### config.mk
export PLATFORM = sky130hd
export DESIGN_NAME = dual_stack_shared_memory
export DESIGN_NICKNAME = d
export VERILOG_FILES = /design/src/dssm_pkg.sv /design/src/dssm_ram.sv /design/src/dssm_ctrl.sv /design/src/dssm_datapath.sv /design/src/dual_stack_shared_memory.sv
export VERILOG_INCLUDE_DIRS = /design/src /design/src/src
export SDC_FILE = /design/constraint.sdc
export NUM_CORES = 1
export LEC_CHECK = 0
export BUFFER_PORTS_ARGS = -buffer_cell sky130_fd_sc_hd__clkbuf_2
export CAP_MARGIN = 20
export CORE_UTILIZATION = 25
export CTS_CLUSTER_DIAMETER = 150
export DETAILED_ROUTE_END_ITERATION = 8
export GPL_TIMING_DRIVEN = 0
export PLACE_DENSITY = 0.48
export RECOVER_POWER = 25
export SETUP_SLACK_MARGIN = 0.05
export SLEW_MARGIN = 20
export SYNTH_ARGS = -nofsm -noshare
export SYNTH_HDL_FRONTEND = slang
export SYNTH_SLANG_ARGS = --single-unit
### constraint.sdc
create_clock -name clk -period 7.3 [get_ports clk]
set_clock_uncertainty 0.1 [all_clocks]
set_input_delay 0 -clock clk [delete_from_list [all_inputs] [get_ports clk]]
set_output_delay 0 -clock clk [all_outputs]
set_load 0.02 [all_outputs]
### src/dual_stack_shared_memory_macros.svh
// Assertion macros for the dual stack block.
// Each macro expects clk and rst_n to be in scope at the point of use.
`ifndef DUAL_STACK_SHARED_MEMORY_MACROS_SVH
`define DUAL_STACK_SHARED_MEMORY_MACROS_SVH

// Same-cycle implication, switched off while reset is held.
`define DSSM_ASSERT_IMP(label, ante, cons, msg) \
  label: assert property (@(posedge clk) disable iff (!rst_n) (ante) |-> (cons)) \
    else $error(msg);

// Next-cycle implication, switched off while reset is held.
`define DSSM_ASSERT_NXT(label, ante, cons, msg) \
  label: assert property (@(posedge clk) disable iff (!rst_n) (ante) |=> (cons)) \
    else $error(msg);

`endif

### src/dssm_pkg.sv
// Shared types and constants for the dual stack block.
// No dependencies; dssm_ctrl, dssm_datapath, the top level and the testbench import it.
`timescale 1ns / 1ps

package dssm_pkg;

  // Field widths of the beats.
  localparam int OPCODE_W    = 3;
  localparam int WORD_W      = 32;
  localparam int IN_TDATA_W  = 40;
  localparam int OUT_TDATA_W = 40;

  // Operation codes carried in the lowest bits of the input beat.
  typedef enum logic [OPCODE_W-1:0] {
    OP_LPUSH = 3'd0,
    OP_LPOP  = 3'd1,
    OP_RPUSH = 3'd2,
    OP_RPOP  = 3'd3,
    OP_CLEAR = 3'd4
  } op_t;

  // Controller states.
  typedef enum logic {
    ST_IDLE = 1'b0,
    ST_READ = 1'b1
  } state_t;

  // Commands from the controller to the datapath.
  typedef struct packed {
    logic accept;     // An input beat is taken this cycle.
    logic load_read;  // Memory read data is valid and goes to the result.
  } ctrl_cmd_t;

  // Status from the datapath to the controller.
  typedef struct packed {
    logic rd_pop;     // The offered beat is a pop that succeeds.
  } dp_stat_t;

endpackage

### src/dssm_ram.sv
// Generic single-port RAM with registered read data.
// No dependencies.
`timescale 1ns / 1ps

module dssm_ram #(
  parameter int WIDTH = 32,
  parameter int DEPTH = 16
) (
  input  logic                     clk,
  input  logic                     we,
  input  logic [$clog2(DEPTH)-1:0] addr,
  input  logic [WIDTH-1:0]         wdata,
  output logic [WIDTH-1:0]         rdata
);

  logic [WIDTH-1:0] mem [DEPTH];
  logic [WIDTH-1:0] rdata_r;

  // One access per cycle: write when enabled, read data registered.
  always_ff @(posedge clk) begin
    if (we) begin
      mem[addr] <= wdata;
    end
    rdata_r <= mem[addr];
  end

  assign rdata = rdata_r;

endmodule

### src/dssm_ctrl.sv
// Controller for the dual stack block: accepts beats and owns the result slot.
// Depends on dssm_pkg.
`timescale 1ns / 1ps

module dssm_ctrl (
  input  logic                clk,
  input  logic                rst_n,
  input  logic                in_tvalid,
  input  logic                out_tready,
  input  dssm_pkg::dp_stat_t  stat,
  output logic                in_tready,
  output logic                out_tvalid,
  output dssm_pkg::ctrl_cmd_t cmd
);

  import dssm_pkg::*;

  state_t state_r, state_nxt;
  logic   out_valid_r, out_valid_nxt;
  logic   slot_free;
  logic   accept;
  logic   load_read;

  // A beat may enter when the result slot is empty or emptying this cycle.
  assign slot_free = !out_valid_r || out_tready;

  // Next-state logic.
  always_comb begin
    state_nxt = state_r;
    case (state_r)
      ST_IDLE: begin
        if (accept && stat.rd_pop) begin
          state_nxt = ST_READ;
        end
      end
      ST_READ: begin
        state_nxt = ST_IDLE;
      end
      default: begin
        state_nxt = ST_IDLE;
      end
    endcase
  end

  // Output logic.
  always_comb begin
    in_tready = 1'b0;
    load_read = 1'b0;
    case (state_r)
      ST_IDLE: begin
        in_tready = slot_free;
      end
      ST_READ: begin
        load_read = 1'b1;
      end
      default: begin
        in_tready = 1'b0;
      end
    endcase
  end

  assign accept        = in_tvalid && in_tready;
  assign cmd.accept    = accept;
  assign cmd.load_read = load_read;

  // Successful pops fill the slot from the read state; all else on acceptance.
  always_comb begin
    out_valid_nxt = out_valid_r;
    if ((accept && !stat.rd_pop) || load_read) begin
      out_valid_nxt = 1'b1;
    end else if (out_tready) begin
      out_valid_nxt = 1'b0;
    end
  end

  always_ff @(posedge clk) begin
    if (!rst_n) begin
      state_r     <= ST_IDLE;
      out_valid_r <= 1'b0;
    end else begin
      state_r     <= state_nxt;
      out_valid_r <= out_valid_nxt;
    end
  end

  assign out_tvalid = out_valid_r;

endmodule

### src/dssm_datapath.sv
// Datapath for the dual stack block: stack tops, shared word memory, result.
// Depends on dssm_pkg and dssm_ram.
`timescale 1ns / 1ps

module dssm_datapath #(
  parameter int DEPTH = 16
) (
  input  logic                          clk,
  input  logic                          rst_n,
  input  logic [dssm_pkg::OPCODE_W-1:0] opcode,
  input  logic [dssm_pkg::WORD_W-1:0]   push_value,
  input  dssm_pkg::ctrl_cmd_t           cmd,
  output dssm_pkg::dp_stat_t            stat,
  output logic                          ok,
  output logic [dssm_pkg::WORD_W-1:0]   pop_value
);

  import dssm_pkg::*;

  localparam int AW = $clog2(DEPTH);
  localparam int CW = $clog2(DEPTH + 1);

  logic [CW-1:0]     left_count_r, left_count_nxt;
  logic [CW-1:0]     right_base_r, right_base_nxt;
  logic [CW-1:0]     idx;
  logic [AW-1:0]     addr;
  logic              wr_req;
  logic              ok_c;
  logic              rd_pop;
  logic [WORD_W-1:0] rdata;
  logic              ok_r;
  logic [WORD_W-1:0] pop_r;

  // Decode the offered operation against the current stack tops.
  always_comb begin
    left_count_nxt = left_count_r;
    right_base_nxt = right_base_r;
    idx            = left_count_r;
    addr           = left_count_r[AW-1:0];
    wr_req         = 1'b0;
    ok_c           = 1'b0;
    rd_pop         = 1'b0;
    case (op_t'(opcode))
      OP_LPUSH: begin
        if (left_count_r < right_base_r) begin
          wr_req         = 1'b1;
          addr           = left_count_r[AW-1:0];
          left_count_nxt = left_count_r + CW'(1);
          ok_c           = 1'b1;
        end
      end
      OP_LPOP: begin
        if (left_count_r != '0) begin
          idx            = left_count_r - CW'(1);
          addr           = idx[AW-1:0];
          left_count_nxt = idx;
          ok_c           = 1'b1;
          rd_pop         = 1'b1;
        end
      end
      OP_RPUSH: begin
        if (right_base_r > left_count_r) begin
          idx            = right_base_r - CW'(1);
          wr_req         = 1'b1;
          addr           = idx[AW-1:0];
          right_base_nxt = idx;
          ok_c           = 1'b1;
        end
      end
      OP_RPOP: begin
        if (right_base_r < CW'(DEPTH)) begin
          addr           = right_base_r[AW-1:0];
          right_base_nxt = right_base_r + CW'(1);
          ok_c           = 1'b1;
          rd_pop         = 1'b1;
        end
      end
      OP_CLEAR: begin
        left_count_nxt = '0;
        right_base_nxt = CW'(DEPTH);
        ok_c           = 1'b1;
      end
      default: begin
        ok_c = 1'b0;
      end
    endcase
  end

  assign stat.rd_pop = rd_pop;

  // Stack tops move only on an accepted beat.
  always_ff @(posedge clk) begin
    if (!rst_n) begin
      left_count_r <= '0;
      right_base_r <= CW'(DEPTH);
    end else if (cmd.accept) begin
      left_count_r <= left_count_nxt;
      right_base_r <= right_base_nxt;
    end
  end

  // Shared word store for both stacks.
  dssm_ram #(
    .WIDTH (WORD_W),
    .DEPTH (DEPTH)
  ) u_ram (
    .clk   (clk),
    .we    (cmd.accept && wr_req),
    .addr  (addr),
    .wdata (push_value),
    .rdata (rdata)
  );

  // Result register: immediate for non-pops and failed pops, memory data for successful pops.
  always_ff @(posedge clk) begin
    if (cmd.accept && !rd_pop) begin
      ok_r  <= ok_c;
      pop_r <= '0;
    end else if (cmd.load_read) begin
      ok_r  <= 1'b1;
      pop_r <= rdata;
    end
  end

  assign ok        = ok_r;
  assign pop_value = pop_r;

endmodule

### src/dual_stack_shared_memory.sv
// Top level of the dual stack block: two LIFO stacks in one word memory.
// Depends on dssm_pkg, dssm_ctrl, dssm_datapath and the assertion macro header.
//
//   Channel  Direction  Beat contents (lowest bit first)
//   in_      slave      opcode[2:0], push_value[34:3], zero pad to 40 bits
//   out_     master     ok[0], pop_value[32:1], zero pad to 40 bits
//
// Push, clear and failed pops can enter back to back; after a successful pop,
// the read state takes no beat while the single port's registered read returns.
// A new beat is taken while a finished result still waits, provided the
// result register is free by the next edge. Reset empties both stacks and
// the result register; the memory contents are not cleared.
`timescale 1ns / 1ps
`include "dual_stack_shared_memory_macros.svh"

module dual_stack_shared_memory #(
  parameter int DEPTH = 16
) (
  input  logic                             clk,
  input  logic                             rst_n,
  input  logic                             in_tvalid,
  output logic                             in_tready,
  // opcode[2:0], push_value[34:3], zeros above
  input  logic [dssm_pkg::IN_TDATA_W-1:0]  in_tdata,
  output logic                             out_tvalid,
  input  logic                             out_tready,
  // ok[0], pop_value[32:1], zeros above
  output logic [dssm_pkg::OUT_TDATA_W-1:0] out_tdata
);

  import dssm_pkg::*;

  ctrl_cmd_t         cmd;
  dp_stat_t          stat;
  logic              ok;
  logic [WORD_W-1:0] pop_value;

  // Controller.
  dssm_ctrl u_ctrl (
    .clk        (clk),
    .rst_n      (rst_n),
    .in_tvalid  (in_tvalid),
    .out_tready (out_tready),
    .stat       (stat),
    .in_tready  (in_tready),
    .out_tvalid (out_tvalid),
    .cmd        (cmd)
  );

  // Datapath.
  dssm_datapath #(
    .DEPTH (DEPTH)
  ) u_datapath (
    .clk        (clk),
    .rst_n      (rst_n),
    .opcode     (in_tdata[OPCODE_W-1:0]),
    .push_value (in_tdata[OPCODE_W+WORD_W-1:OPCODE_W]),
    .cmd        (cmd),
    .stat       (stat),
    .ok         (ok),
    .pop_value  (pop_value)
  );

  // Pack the result beat.
  assign out_tdata = {{(OUT_TDATA_W-WORD_W-1){1'b0}}, pop_value, ok};

  // A memory read result only follows an accepted pop.
  `DSSM_ASSERT_IMP(a_read_after_pop, cmd.load_read, $past(cmd.accept && stat.rd_pop), "read without pop")
  // The result slot is empty in the cycle the pop data arrives.
  `DSSM_ASSERT_NXT(a_slot_free_for_pop, cmd.accept && stat.rd_pop, !out_tvalid, "result slot busy on pop")
  // A failed operation carries a zero word.
  `DSSM_ASSERT_IMP(a_fail_zero, out_tvalid && !out_tdata[0], out_tdata[WORD_W:1] == '0, "failed result not zero")

endmodule

# == Word-level counts from Yosys, hierarchy flattened ==
# Memory sizes are Yosys's and may differ from the RTL's. A register that Yosys moved wholly into a read port is not among the register bits.
# Cells that the tools add are included.
# totals
register_bits,45
mem_bits_rw,512
inputBits,44
out_inout_bits,42
wordCells,66
memories,1
# classes
addsub,4
magnitude_cmp,3
n_eq_ne,8
mux,27
bitwise,1
n_reduce_logical,16
# mem_list
memory,words,word_bits,read_ports,rd_ports_with_merged_regs,wr,line,rtl
u_datapath.u_ram.mem,16,32,1,1,1,dssm_ram.sv:16,logic [WIDTH-1:0] mem [DEPTH];
# ops
cell,n
$pmux 5 s3,2
$mux 5,4
$mux 1,13
$mux 4,3
$pmux 4 s3,1
$add 5x1->5 const B,2
$sub 5x1->5 const B,2
$ne 2x1->1 const B,4
$reduce_and 4->1,2
$eq 3x2->1 const B,2
$pmux 1 s2,3
$reduce_bool 3->1,2
$gt 5x5->1,1
$lt 5x5->1,1
$lt 5x5->1 const B,1
$pmux 1 s5,1
$reduce_bool 5->1,1
$logic_and 1x1->1,4
$reduce_bool 2->1,2
$eq 3x1->1 const B,1
$eq 3x3->1 const B,1
$logic_not 3->1,1
$logic_not 1->1,2
$logic_or 1x1->1,2
$not 1->1,1

# == Longest topological paths before layout ==
# depth
ltp_word,7
ltp_mapped,14
mapped_depth_nobuf,10

# == By module ==
# Synthesis repeated with hierarchy kept, for this count alone.
# hier_totals
hier_cells,1139
hier_area_um2,22489.1
# by_module_without_submodules
mod,n_inst,cells_each,area_each_um2,seq_area_each_um2
dssm_ram,1,840,19862.8,16015.4
dssm_datapath,1,279,2448.6,870.8
dssm_ctrl,1,11,113.9,40.0
dual_stack_shared_memory,1,9,63.8,0.0

# == Worst setup path after synthesis ==
# OpenSTA, ideal clock, no wires.
# synth_path
path_kind,reg-to-reg
start,register u_datapath.left_count_r[2]
end,"memory u_datapath.u_ram.mem[10][0], enable pin"
setup_time_ns,0.421
arrival_time_ns,3.989
t_required_ns,6.779
setup_slack_ns,2.790
stages_incl_launch_ff,14
n_path_buf,3
synth_period_minus_slack_ns,4.510
path_cell_list,dfxtp_1 -> buf_2 -> inv_1 -> ha_1 -> and4_1 -> a21oi_1 -> o21ai_1 -> a211oi_1 -> or2_1 -> nor2b_1 -> clkbuf_1 -> clkbuf_1 -> inv_1 -> nor2_1
# synth_between
elab_chain_cells,6
word_cells_on_any_way,14
classes_between,1 x add/sub; 2 x order compare; 9 x mux; 2 x reduce/logical
# synth_lines
element,line,rtl
from (decl),dssm_datapath.sv:23,"logic [CW-1:0] left_count_r, left_count_nxt;"
from (signal assigned),dssm_datapath.sv:97,left_count_r <= left_count_nxt;
$gt 5x5->1 / $lt 5x5->1 (equally long branches),"dssm_datapath.sv:62, dssm_datapath.sv:45",
"$mux 1, on equally long branches","dssm_datapath.sv:62, dssm_datapath.sv:45",
$pmux 1 s2,dssm_datapath.sv:43,case (op_t'(opcode))
$logic_and 1x1->1,dssm_datapath.sv:108,".we (cmd.accept && wr_req),"
$mux 1,dssm_ram.sv:21,if (we) begin
$mux 1 (not written as such),dssm_ram.sv:22,mem[addr] <= wdata;
to (decl),dssm_ram.sv:16,
# Parallel ways exist; a longest one is shown, timed or not.

# == Final worst setup path ==
# layout_path
start,register u_datapath.left_count_r[2]
end,"memory u_datapath.u_ram.mem[9][3], enable pin"
# The elaborated chain is that of the path after synthesis.

==> results.md <==
- Minimum clock period after layout: 5364 ps
- Endpoints failing setup: 0
- Share of cells above drive strength 1: 0.1230
- DR vias/cell: 4.606
- RSZ-0062 raised after global routing: false
- H-tree depth: 2
- Area delta synth->final: 21.38%
- GR Overflow Total: 0
- Path type of the worst setup path: flip-flop to flip-flop
- Max FO, Critical Path: 19
- Post-DP HPWL: 45970 um
- Placed Area: 25640 sq um
- Vias in the first global route: 15.05k
- CTS root buf: clkbuf_16
- DR iter-0 viols: 1384
- Horiz. Die Dim: 306.5 um
- CP startpoint kind: flip-flop
- Mapped Area: 23170 sq um
- Final instance area: 28130 sq um
- Post-synth ARST share: 0
- Leakage: 9.528 nW
- Worst hold path type: input pin to flip-flop
- Synthesis-stage register bit count: 589
- Top cells by count, synth: edfxtp_1 (513), nand2_1 (494), nand3_1 (164)
- IO Count: 86
- Max_slew headroom: 0.3461
- GRT Util Overall: 0.1479
- Top-count cell post-synth: edfxtp_1
- Initial antenna violation count: 1
- Period utilization: 0.7348
- Fin Hold WS: 269.4 ps
- Fin. max-slew vios: 0
- Mapped Cells: 1795
- Number of synthesis warnings: 0
- CP arrival: 5590 ps
- Clock latency at the later pin of the worst-skew pair: 650 ps
- Clk pin slew, worst setup/hold paths: 60 ps
- Crit path launch: u_datapath.left_count_r[2]
- HP Start: in_tdata[21]
- Post-synth EDFFs: 513
- Initial core utilization: 0.2524
- Die ar.: 93920 sq um
- Slew @ Worst Pin: 980.8 ps
- Synth area leader: edfxtp_1
- PortBufs: 71
- Hold Buf Count CTS: 42
- Top-area cell type share of the netlist area: 0.6647
- PostCTS Resize Cnt: 0
- Core Region: 91800 sq um
- Max Cap Violations: 0
- Dominant cells by area after synthesis: edfxtp_1 (66%), nand2_1 (8.0%), dfxtp_1 (6.6%)
- Mean post-synth cell area: 12.91 sq um
- Main synth FF type: edfxtp_1
- DRC viols: 0
- Worst Path Required: 7520 ps
- Row cnt: 111
- CTS Buf Count: 61
- First-pass GRT wire length: 102200 um
- Post-CTS Setup Inserts: 0
- Antenna viol nets, final: 0
- Final Hold Viols: 0
- Vias: 15.17k
- Setup TNS: 0 ps
- Routed wire length: 69760 um
- TritonCTS clock tree: done
- Highest clock rate: 0.1864 GHz
- Pin count of the biggest net entering global routing: 22
- Routability congestion estimate: 0.8305
- Sequential area share after synthesis: 0.7304
- Nets: 2049
- Maximum clock insertion buffer count: 3
- PwrDens: 278.7 nW/um^2
- DRT Pass-1 Iters: 7
- Wirelength per Cell: 21.18 um
- Post-synth cell types: 59
- Outcome: completed
- Crit path capture type: flip-flop
- VDD IR-drop max: 202.3 uV
- R2r startpoint: u_datapath.left_count_r[2]
- Sink Count: 589
- Die H: 306.5 um
registers in the layout, indices dropped and copies added (netlist names):
| name | count |
|---|---|
| u_ctrl.out_tvalid | 1 |
| u_datapath.pop_value | 32 |
| u_datapath.right_base_r | 5 |
| u_datapath.u_ram.rdata | 32 |
| u_datapath.ok | 1 |
| u_ctrl.state_r | 1 |
| u_datapath.u_ram.mem | 512 |
| u_datapath.left_count_r | 5 |
per-layer routing:
layer / part of all wire / track usage
met2: 0.47 / 0.2406
met1: 0.45 / 0.2038
met3: 0.064 / 0.02516
met5: 0 / 0
met4: 0.020 / 0.03733
final timing paths:
| kind | to | slack (ps) | cells past startpoint |
|---|---|---|---|
| max | u_datapath.u_ram.mem[9][3] | 1940 | 14 |
| min | u_datapath.u_ram.mem[1][18] | 270 | 2 |
| max reg2reg | u_datapath.u_ram.mem[9][3] | 1940 | 14 |
| min reg2reg | u_datapath.pop_value[0] | 370 | 2 |
kinds of logic after synthesis:
group | Yosys count | share of synthesized area
flip-flops | 589 | 0.7304
buffers and inverters | 138 | 0.02845
XOR/XNOR | 5 | 0.001890
AND/OR/NAND/NOR | 796 | 0.1467
multiplexers | 35 | 0.01517
AO/OA/AOI/OAI | 222 | 0.07240
other | 1 | 0.0001618
adder cells (fa/ha/maj) | 9 | 0.004859
layout by cell type (no fill, tap or decap), types with 4 or more instances in the layout:
cell type / n
a211oi_1: 35
a21oi_1: 42
a22oi_1: 5
a311o_1: 32
a31oi_1: 35
a32o_1: 33
and3_1: 34
buf_1: 4
buf_12: 12
buf_16: 5
buf_2: 41
buf_4: 12
buf_6: 7
bufinv_16: 4
clkbuf_1: 87
clkbuf_16: 68
clkbuf_2: 52
clkinv_1: 15
clkinv_2: 14
conb_1: 7
dfxtp_1: 76
dlygate4sd3_1: 42
edfxtp_1: 513
ha_1: 9
inv_1: 12
mux2i_1: 34
nand2_1: 494
nand3_1: 164
nor2_1: 46
nor2_4: 17
nor2b_1: 8
nor3_1: 12
o211ai_1: 4
o21ai_0: 11
through the flow:
stage            util  power (mW)  setup WS [ps]  instances
2_1_floorplan       -       4.314           2790       1801
3_3_place_gp   0.2735       4.682          76.35       3115
3_5_place_dp   0.2793       4.701           2053       3134
4_1_cts        0.3066       7.924           2005       3292
5_1_grt        0.3064       8.127           1741       3292
6_report       0.3064       7.841           1936       3293
layout make-up:
cell class,count,area (sq um)
timing repair buffer,132,1156
tap,1243,1555
clock buffer,75,1738
multi-input combinational,1074,5737
sequential,589,16930
fill,9232,63670
buffer,125,610.6
inverter,13,48.80
clock inverter,41,355.3
antenna,1,2.502
power breakdown:
group,internal (mW),switching [mW],leakage [nW],total (mW)
logic,0.261,0.618,3.27,0.879
registers,3.74,0.0252,5.24,3.76
clock network,1.84,1.36,1.02,3.20
worst max-delay path, cell delays in order (launching register included):
cell,delay [ps]
dfxtp_1,310
buf_2,200
inv_1,160
ha_1,320
and4_1,200
a21oi_1,250
o21ai_1,270
a211oi_1,560
or2_1,220
nor2b_1,130
clkbuf_1,410
clkbuf_1,630
inv_1,370
nor2_4,610
buf_12,280
(Power assumes the default switching activity.)
